===== config.mk =====
export PLATFORM = sky130hd
export DESIGN_NAME = four_field_framed_receiver
export DESIGN_NICKNAME = d
export VERILOG_FILES = /design/src/design/ffr_pkg.sv /design/src/design/four_field_framed_receiver.sv /design/src/design/ffr_in_stage.sv /design/src/design/ffr_parser.sv /design/src/design/ffr_out_stage.sv
export SDC_FILE = /design/constraint.sdc
export NUM_CORES = 1
export LEC_CHECK = 0
export ABC_AREA = 1
export BUFFER_PORTS_ARGS = -buffer_cell sky130_fd_sc_hd__buf_4
export CAP_MARGIN = 10
export CORE_MARGIN = 2
export CORE_UTILIZATION = 52
export CTS_CLUSTER_SIZE = 8
export DETAILED_ROUTE_END_ITERATION = 6
export GPL_TIMING_DRIVEN = 0
export PLACE_DENSITY = 0.72
export SYNTH_ARGS = -nofsm -noshare
export SYNTH_HDL_FRONTEND = slang
export SYNTH_SLANG_ARGS = --single-unit

===== constraint.sdc =====
create_clock -name clk -period 7.7 [get_ports clk]
set_clock_uncertainty 0.05 [all_clocks]
set_input_delay 1.155 -clock clk [delete_from_list [all_inputs] [get_ports clk]]
set_output_delay 1.155 -clock clk [all_outputs]
set_load 0.02 [all_outputs]

===== src/design/ffr_pkg.sv =====
// Shared types and constants for the four-field framed receiver.
// No dependencies; every other design file imports this package.
package ffr_pkg;

	localparam int FRAME_LIMIT_DEF = 256;
	localparam int BYTE_W = 8;
	localparam int CFG_IDX_W = 2;

	localparam logic [BYTE_W-1:0] FIRST_HEADER_RST = 8'h2C;
	localparam logic [BYTE_W-1:0] SECOND_HEADER_RST = 8'h12;
	localparam logic [BYTE_W-1:0] TRAILER_BYTE_RST = 8'h5B;

	localparam logic [CFG_IDX_W-1:0] REG_FIRST_HEADER = 2'd0;
	localparam logic [CFG_IDX_W-1:0] REG_SECOND_HEADER = 2'd1;
	localparam logic [CFG_IDX_W-1:0] REG_TRAILER_BYTE = 2'd2;

	typedef enum logic [3:0] {
		PH_IDLE = 4'b0001,
		PH_WAIT2 = 4'b0010,
		PH_COLLECT = 4'b0100,
		PH_DONE = 4'b1000
	} phase_t;

	typedef struct packed {
		logic we;
		logic [CFG_IDX_W-1:0] index;
		logic [BYTE_W-1:0] data;
	} cfg_wr_t;

	typedef struct packed {
		logic [BYTE_W-1:0] angle_value;
		logic [BYTE_W-1:0] pos_x;
		logic [BYTE_W-1:0] pos_y;
		logic [BYTE_W-1:0] road_code;
	} result_t;

endpackage


===== src/design/four_field_framed_receiver.sv =====
// Top level of the four-field framed receiver; uses ffr_pkg, ffr_in_stage,
// ffr_parser and ffr_out_stage.
//
// Accepts one received byte every clock cycle unless a held result is not
// being taken. A byte waits in the input register for a parser step, and a
// step on a trailer loads its result into the output register. The parser's
// phase, count and window change only on a step, which runs whenever the
// input register holds a byte and the output register is empty or is being
// emptied, so a stalled consumer stalls input only while a result is held
// there. Sync and trailer bytes are written through cfg_we, cfg_index and
// cfg_data; the user must do so while idle; the block does not enforce it.
module four_field_framed_receiver #(
	parameter int FRAME_LIMIT = ffr_pkg::FRAME_LIMIT_DEF
) (
	input logic clk,
	input logic arst_n,
	input logic cfg_we,
	input logic [ffr_pkg::CFG_IDX_W-1:0] cfg_index,
	input logic [ffr_pkg::BYTE_W-1:0] cfg_data,
	input logic in_valid,
	output logic in_ready,
	input logic [ffr_pkg::BYTE_W-1:0] rx_byte,
	output logic out_valid,
	input logic out_ready,
	output logic [ffr_pkg::BYTE_W-1:0] angle_value,
	output logic [ffr_pkg::BYTE_W-1:0] pos_x,
	output logic [ffr_pkg::BYTE_W-1:0] pos_y,
	output logic [ffr_pkg::BYTE_W-1:0] road_code
);
	import ffr_pkg::*;

	cfg_wr_t cfg;
	logic valid_s1;
	logic [BYTE_W-1:0] byte_s1;
	logic slot_free;
	logic step;
	logic hit;
	result_t result;
	result_t result_q;

	assign cfg.we = cfg_we;
	assign cfg.index = cfg_index;
	assign cfg.data = cfg_data;

	assign step = valid_s1 && slot_free;

	ffr_in_stage u_in (
		.clk(clk),
		.arst_n(arst_n),
		.in_valid(in_valid),
		.in_ready(in_ready),
		.rx_byte(rx_byte),
		.take(step),
		.valid_s1(valid_s1),
		.byte_s1(byte_s1)
	);

	ffr_parser #(
		.FRAME_LIMIT(FRAME_LIMIT)
	) u_parser (
		.clk(clk),
		.arst_n(arst_n),
		.cfg(cfg),
		.step(step),
		.byte_s1(byte_s1),
		.hit(hit),
		.result(result)
	);

	ffr_out_stage u_out (
		.clk(clk),
		.arst_n(arst_n),
		.load(hit),
		.result(result),
		.slot_free(slot_free),
		.out_valid(out_valid),
		.out_ready(out_ready),
		.result_q(result_q)
	);

	assign angle_value = result_q.angle_value;
	assign pos_x = result_q.pos_x;
	assign pos_y = result_q.pos_y;
	assign road_code = result_q.road_code;

endmodule


===== src/design/ffr_in_stage.sv =====
// Input register of the framed receiver: holds one received byte.
// Depends on ffr_pkg.
module ffr_in_stage (
	input logic clk,
	input logic arst_n,
	input logic in_valid,
	output logic in_ready,
	input logic [ffr_pkg::BYTE_W-1:0] rx_byte,
	input logic take,
	output logic valid_s1,
	output logic [ffr_pkg::BYTE_W-1:0] byte_s1
);
	import ffr_pkg::*;

	// The register refills in the same cycle that its byte moves on.
	assign in_ready = !valid_s1 || take;

	always_ff @(posedge clk or negedge arst_n) begin
		if (!arst_n) begin
			valid_s1 <= 1'b0;
		end else if (in_valid && in_ready) begin
			valid_s1 <= 1'b1;
		end else if (take) begin
			valid_s1 <= 1'b0;
		end
	end

	always_ff @(posedge clk) begin
		if (in_valid && in_ready) begin
			byte_s1 <= rx_byte;
		end
	end

endmodule


===== src/design/ffr_parser.sv =====
// Frame parser: sync registers, phase, frame byte count and the last four frame bytes.
// Depends on ffr_pkg.
module ffr_parser #(
	parameter int FRAME_LIMIT = ffr_pkg::FRAME_LIMIT_DEF
) (
	input logic clk,
	input logic arst_n,
	input ffr_pkg::cfg_wr_t cfg,
	input logic step,
	input logic [ffr_pkg::BYTE_W-1:0] byte_s1,
	output logic hit,
	output ffr_pkg::result_t result
);
	import ffr_pkg::*;

	localparam int CNT_W = $clog2(FRAME_LIMIT + 1);

	logic [BYTE_W-1:0] first_header_q, second_header_q, trailer_byte_q;
	phase_t phase_q, phase_d;
	logic [CNT_W-1:0] count_q, count_d;
	logic [BYTE_W-1:0] recent_q [4];
	logic [BYTE_W-1:0] recent_d [4];
	logic hit_d;

	always_ff @(posedge clk or negedge arst_n) begin
		if (!arst_n) begin
			first_header_q <= FIRST_HEADER_RST;
			second_header_q <= SECOND_HEADER_RST;
			trailer_byte_q <= TRAILER_BYTE_RST;
		end else if (cfg.we) begin
			case (cfg.index)
				REG_FIRST_HEADER: first_header_q <= cfg.data;
				REG_SECOND_HEADER: second_header_q <= cfg.data;
				REG_TRAILER_BYTE: trailer_byte_q <= cfg.data;
				default: ;
			endcase
		end
	end

	always_comb begin
		phase_d = phase_q;
		count_d = count_q;
		recent_d = recent_q;
		hit_d = 1'b0;
		case (phase_q)
			PH_IDLE: begin
				if (byte_s1 == first_header_q) phase_d = PH_WAIT2;
			end
			PH_WAIT2: begin
				// The second header is frame byte 0 and enters an otherwise empty window.
				if (byte_s1 == second_header_q) begin
					recent_d[0] = '0;
					recent_d[1] = '0;
					recent_d[2] = '0;
					recent_d[3] = byte_s1;
					count_d = CNT_W'(1);
					phase_d = PH_COLLECT;
				end
			end
			PH_COLLECT: begin
				count_d = count_q + CNT_W'(1);
				if (byte_s1 == trailer_byte_q) begin
					hit_d = 1'b1;
					phase_d = PH_DONE;
				end else begin
					recent_d[0] = recent_q[1];
					recent_d[1] = recent_q[2];
					recent_d[2] = recent_q[3];
					recent_d[3] = byte_s1;
				end
			end
			default: begin
				// The byte after a finished frame is dropped.
				count_d = '0;
				recent_d[0] = '0;
				recent_d[1] = '0;
				recent_d[2] = '0;
				recent_d[3] = '0;
				phase_d = PH_IDLE;
			end
		endcase
		// An over-long frame is abandoned without a result, after any trailer result.
		if (count_d >= CNT_W'(FRAME_LIMIT)) begin
			count_d = '0;
			recent_d[0] = '0;
			recent_d[1] = '0;
			recent_d[2] = '0;
			recent_d[3] = '0;
			phase_d = PH_IDLE;
		end
	end

	always_ff @(posedge clk or negedge arst_n) begin
		if (!arst_n) begin
			phase_q <= PH_IDLE;
			count_q <= '0;
			recent_q[0] <= '0;
			recent_q[1] <= '0;
			recent_q[2] <= '0;
			recent_q[3] <= '0;
		end else if (step) begin
			phase_q <= phase_d;
			count_q <= count_d;
			recent_q <= recent_d;
		end
	end

	assign hit = step && hit_d;
	assign result.angle_value = recent_q[0];
	assign result.pos_x = recent_q[1];
	assign result.pos_y = recent_q[2];
	assign result.road_code = recent_q[3];

endmodule


===== src/design/ffr_out_stage.sv =====
// Result register of the framed receiver: holds one finished item until it is taken.
// Depends on ffr_pkg.
module ffr_out_stage (
	input logic clk,
	input logic arst_n,
	input logic load,
	input ffr_pkg::result_t result,
	output logic slot_free,
	output logic out_valid,
	input logic out_ready,
	output ffr_pkg::result_t result_q
);
	import ffr_pkg::*;

	logic valid_q;

	// A held item that is being taken this cycle frees the slot for the next one.
	assign slot_free = !valid_q || out_ready;
	assign out_valid = valid_q;

	always_ff @(posedge clk or negedge arst_n) begin
		if (!arst_n) begin
			valid_q <= 1'b0;
		end else if (load) begin
			valid_q <= 1'b1;
		end else if (out_ready) begin
			valid_q <= 1'b0;
		end
	end

	always_ff @(posedge clk) begin
		if (load) begin
			result_q <= result;
		end
	end

endmodule


Word level (Yosys, flattened, before mapping)
Index checks and enable logic that the tools add are counted.
W data, S select, Z words.
- bits in registers: 111
- output and inout bits: 34
- word-level logic and storage cells: 64
- $add $sub $neg: 1
- order comparisons: 1
- eq/ne operators: 13
- mux-type cells: 18
- reductions and logical operators: 15
- operators by type and width (cell ; number):
    $mux W32 ; 3
    $pmux W32 S3 ; 1
    $pmux W9 S3 ; 1
    $eq A8 B8 Y1 ; 3
    $mux W9 ; 2
    $mux W4 ; 4
    $pmux W4 S3 ; 1
    $add A9 B1 Y9 const B ; 1
    $ge A9 B9 Y1 const B ; 1
    $ne A3 B1 Y1 const B ; 3
    $reduce_and A4 Y1 ; 2
    $mux W1 ; 6
    $reduce_and A2 Y1 ; 3
    $eq A4 B1 Y1 const B ; 1
    $eq A4 B2 Y1 const B ; 1
    $eq A4 B3 Y1 const B ; 1
    $reduce_bool A2 Y1 ; 2
    $logic_and A1 B1 Y1 ; 3
    $ne A3 B3 Y1 const B ; 1
    $eq A2 B1 Y1 const B ; 1
    $eq A2 B2 Y1 const B ; 1
    $logic_not A1 Y1 ; 2
    $logic_not A2 Y1 ; 1
    $logic_or A1 B1 Y1 ; 2
    $ne A2 B1 Y1 const B ; 1

Depth between registers and ports, before layout
- depth after elaboration: 6
- gate-level depth with buffers: 16

Hierarchy
A second synthesis with hierarchy kept.
- cell total of the unflattened synthesis: 604
- area, all modules: 5257.5 um2
- by module, submodules not included (module ; times used ; cells an instance ; area an instance (um2) ; seq. area each (um2)):
    ffr_parser ; 1 ; 551 ; 3958.8 ; 1740.4
    ffr_out_stage ; 1 ; 37 ; 1006.0 ; 985.9
    ffr_in_stage ; 1 ; 14 ; 285.3 ; 265.3
    four_field_framed_receiver ; 1 ; 2 ; 7.5 ; 0.0

Worst setup path after synthesis
No wires, ideal clock.
- kind: input to register
- start: input out_ready
- end: register, netlist name u_out.result_q[0]
- library setup time: 0.421 ns
- arrival: 3.053 ns
- data required time: 7.229 ns
- setup slack: 4.176 ns
- stages: 5
- path buffers: 1
- cell sequence: nor2_1 nor2_1 clkbuf_1 nand2_1 nor2_1
- word-level cells in the longest chain between the ends: 3
- RTL lines (what ; line ; RTL):
    start: declaration ; four_field_framed_receiver.sv:24 ; input logic out_ready,
    $logic_or A1 B1 Y1 ; ffr_out_stage.sv:18 ; assign slot_free = !valid_q || out_ready;
    $logic_and A1 B1 Y1 ; four_field_framed_receiver.sv:45 ; assign step = valid_s1 && slot_free;
    $logic_and A1 B1 Y1 ; ffr_parser.sv:108 ; assign hit = step && hit_d;
    net hit ; four_field_framed_receiver.sv:37 ; logic hit;
The timed path passes the listed nets, and every way through them passes these cells.
A chain may end at the register's enable or synchronous reset.

Worst setup path in the final report
- start: input out_ready
- end: output in_ready
- word-level cells in the longest chain between the ends: 3
- RTL lines (what ; line ; RTL):
    $logic_or A1 B1 Y1 ; ffr_out_stage.sv:18 ;
    $logic_and A1 B1 Y1 ; four_field_framed_receiver.sv:45 ;
    $logic_or A1 B1 Y1 ; ffr_in_stage.sv:16 ; assign in_ready = !valid_s1 || take;
    end: declaration ; four_field_framed_receiver.sv:21 ; output logic in_ready,
No other way between the ends.

==> out/results.txt <==
The final worst-path cycle share works out to 38.9%. The run gives 0 as the remaining number of nets flagged by the antenna check after routing. After routing, the total negative slack on setup checks comes to 0 ns. The detailed router finished its first iteration with 115 violations. The commonest cells after synthesis are nand2_1, dfrtp_1, edfxtp_1, inv_1, o21ai_0. The number of max-slew violations in the final report came out at 0.

For the arrival time at the worst endpoint, the log shows 1.79 ns. The path type of the worst setup path was in -> out. The arithmetic-cell share of the synthesized area counting full adders, half adders and majority gates is 0.262%. The cell at the slowest stage of the critical path is nor2_1.

The tools report the number of primary I/O pins as 57. The synthesized netlist devotes 2.39% of its cell area to XOR and XNOR gates. The run gives 510 as the post-synthesis net count. The synthesized netlist devotes 24.3% of its cell area to simple gates. The type of the worst min-delay path was reg -> reg. At the end of the flow, the number of nets in the layout was 577. In the post-synthesis netlist, the cell with the most instances is nand2_1. The count of endpoints failing setup in the final report was 0; the total setup buffers inserted after CTS was 0. After global routing the overflow that remains totals 0. The post-route netlist has 20.1% of its cells at a drive strength greater than 1. The largest family of logic cells by synthesized area is simple AND/OR/NAND/NOR gates. Routability-driven placement finished with a final weighted congestion of 0.806. The critical path contains buffers and inverters numbering 2 combined.

For this design, the sink count on the clock tree is 111. In this run the register-to-register setup slack is 5.30 ns. For the pin with the worst max-slew slack, the measured transition is 0.907 ns. The tools report the H-tree depth reported by CTS as 3. The logs give 6.49 ns for the worst endpoint required time and 9 for the number of buffers inserted during clock tree synthesis. VDD sags by at most 0.103 mV. In this run, placement finished with an instance count of 650. For this run, the total global-route usage over all layers was measured as 18.8%. The flip-flop and latch count after synthesis is 111. Summing the areas of all compound-gate instances in the mapped netlist gives 5.01% of the synthesized area. The floorplan step defined a die boundary enclosing 9960 sq um. The worst setup path is launched from an input port. For the count of yosys warnings during synthesis, the log shows 0. By instance count, the cell type seen most on the critical path is buf_4.

The number of port buffers is 56, and the number of standard-cell rows in the floorplan is 34. Wires add up to 8660 um. The tools report the root cell of the clock tree as clkbuf_8. The portion of synthesized cell area occupied by the leading cell type is 31.5%. The first detailed-routing pass took 5 iterations.

The flow ran to the end, and the final reports show no timing, DRC or antenna violations. Measured along the x axis, the die boundary spans 99.8 um. After clock tree synthesis, the repair step resized 0 gates. The number of flops mapped to enable cells by yosys came out at 40. Synthesis-to-layout area growth: 15.7%.

The detailed-route wire length per cell works out to 13.0 um. The logs give 14,800 um for the wire length of the first global-routing pass and 3,320 for the total vias in the final route. The number of hold violations in the final report was 0. Initial antenna violation count: 0. The via count of the first global-routing pass came out at 3,269. The signal on the critical path passes through buf_4 -> nor2_1 -> nand2_1 -> buf_4.

For the worst-skew pair, the clock arrives at the later sink with an insertion delay of 0.37 ns. The proportion of register bits with asynchronous set or reset after synthesis is 64.0%, and the area of the core is 8810 sq um. A synthesized cell averages 9.82 sq um. Summed over all instances, the cell type with the most area after synthesis is dfrtp_1.

The repair_antennas step left the layout with diodes totalling 0. The clock passes through at most 2 buffers. In this run the cell area of the synthesized design comes to 4770 sq um.

Across the run, the number of max-cap violations was 0. In this run the power density over the cells is 246 nW/um^2. Entering global routing, the biggest net connects 72 pins. Subtracting the final worst setup slack from the clock period gives 3.00 ns. The tools report the number of filler cells placed in the layout as 759. After technology mapping, the gate count stands at 486. After synthesis, the cell types taking the most area are dfrtp_1, edfxtp_1, nand2_1, dfstp_2, o21ai_0. The worst pin sits at a relative slew slack of 39.4%.

Along the worst path, the maximum fanout reaches 3. After detailed routing, the number of remaining DRC violations is 0. The portion of synthesized area spent on multiplexers is 0%. The tools report the number of different library cells in the post-synthesis netlist as 33.

The most used flip-flop cell after synthesis is dfrtp_1. The analysis attributes to cell leakage a power of 2.70 nW. Highest cell delay on the worst timing path: 0.20 ns. Type of destination of the critical path: an output port. Derived from the worst setup path, the maximum achievable clock frequency is 334 MHz. Measured along the y axis, the die boundary spans 99.8 um.

The count of cells in the finished layout, fillers not included, comes to 666. For this configuration, the core starts out at a cell density of 54.2%. The count of hold-fix buffers inserted at cts was 0. Among cell families on the critical path, the largest total delay comes from simple AND/OR/NAND/NOR gates. TritonCTS built the clock tree. For this run, the register share of the synthesized area comes to 62.7%.

After clock tree synthesis, the clock-pin slew on the worst setup and hold paths is 0.11 ns. Setup repair after global routing left no endpoint under its margin. Dividing the detail-routed via count by the number of cells gives 4.98.

The total half-perimeter wirelength after legalization and detailed placement came out at 6290 um.
[per-stage QoR]
stage	worst slack (ns)	instance area [sq um]	util [%]	power [mW]	hold WS, ns
5_1_grt	4.66	5520	62.7	1.44	0.431
2_1_floorplan	4.18	4770	-	0.960	0.375
4_1_cts	4.70	5520	62.7	1.37	0.418
3_5_place_dp	4.50	5330	60.6	1.04	0.386
6_report	4.70	5520	62.7	1.36	0.407
3_3_place_gp	3.37	5330	60.5	1.03	0.384
[layout make-up]
class	count	area (sq um)	area share, %
well taps	108	135	2.45
plain buffers	9	71.3	1.29
clock inverters	6	56.3	1.02
clock buffers	10	128	2.31
multi-input cells	320	1530	27.8
repair buffers	56	420	7.62
inverters	46	181	3.29
flip-flops and latches	111	2990	54.2
[power by group]
part           switching, mW  internal [mW]
combinational          0.190          0.106
clock                  0.206          0.124
sequential            0.0501          0.682
total                  0.446          0.912
[per-layer routing]
metal  global-route usage [%]  up-vias  wire, um
met2                     32.4       72      4230
met3                     3.76       14       416
met4                     6.95        0        96
met5                        0        -         0
met1                     23.9     1533      3920
li1                         -     1701         -
[logic make-up after synthesis]
| group | Yosys count |
|---|---|
| simple gates | 260 |
| flops | 111 |
| buf+inv | 55 |
| compound gates | 46 |
| xor+xnor | 13 |
| fa+ha+maj | 1 |
[state kept, by name, summed over array words and instances, names as in the netlist]
| signal | flops |
|---|---|
| u_parser.first_header_q | 8 |
| u_parser.result | 32 |
| u_out.out_valid | 1 |
| u_parser.count_q | 9 |
| u_parser.trailer_byte_q | 8 |
| u_parser.phase_q | 4 |
| u_in.byte_s1 | 8 |
| u_out.result_q | 32 |
| u_in.valid_s1 | 1 |
| u_parser.second_header_q | 8 |
[worst paths after layout]
check / startpoint / cells past startpoint / end
max: out_ready / 4 / in_ready
max reg2reg: u_out.out_valid / 6 / u_out.result_q[9]
min in group asynchronous: arst_n / 1 / u_parser.result[29]
max in group asynchronous: arst_n / 1 / u_parser.second_header_q[2]
min reg2reg: u_parser.result[28] / 0 / u_out.result_q[28]
min: u_parser.result[28] / 0 / u_out.result_q[28]
[worst reg2reg max path: stages (launching register included)]
cell and delay (ns):
dfrtp_1 0.39, inv_1 0.07, nor2_1 0.07, nor2_1 0.17, clkbuf_1 0.35, nand2_1 0.18
nor2_4 0.73
[layout by cell type (no fill, tap or decap), types with 2 or more instances in the layout]
| cell | synthesis | routed |
|---|---|---|
| a21oi_1 | 2 | 2 |
| buf_4 | 0 | 56 |
| buf_6 | 5 | 5 |
| clkbuf_1 | 4 | 5 |
| clkbuf_8 | 0 | 9 |
| clkinv_2 | 1 | 2 |
| clkinv_4 | 1 | 3 |
| dfrtp_1 | 60 | 60 |
| dfstp_2 | 11 | 11 |
| edfxtp_1 | 40 | 40 |
| inv_1 | 40 | 40 |
| inv_2 | 3 | 3 |
| inv_6 | 0 | 2 |
| nand2_1 | 183 | 183 |
| nand2_4 | 5 | 5 |
| nand3_1 | 26 | 26 |
| nand3_2 | 2 | 2 |
| nand3b_1 | 2 | 2 |
| nand4_1 | 3 | 3 |
| nor2_1 | 19 | 18 |
| nor2_4 | 1 | 2 |
| nor3_1 | 9 | 9 |
| o21ai_0 | 40 | 40 |
| o22ai_1 | 2 | 2 |
| or2_2 | 5 | 5 |
| xnor2_1 | 12 | 12 |
Power figures use the tool's default switching activity.
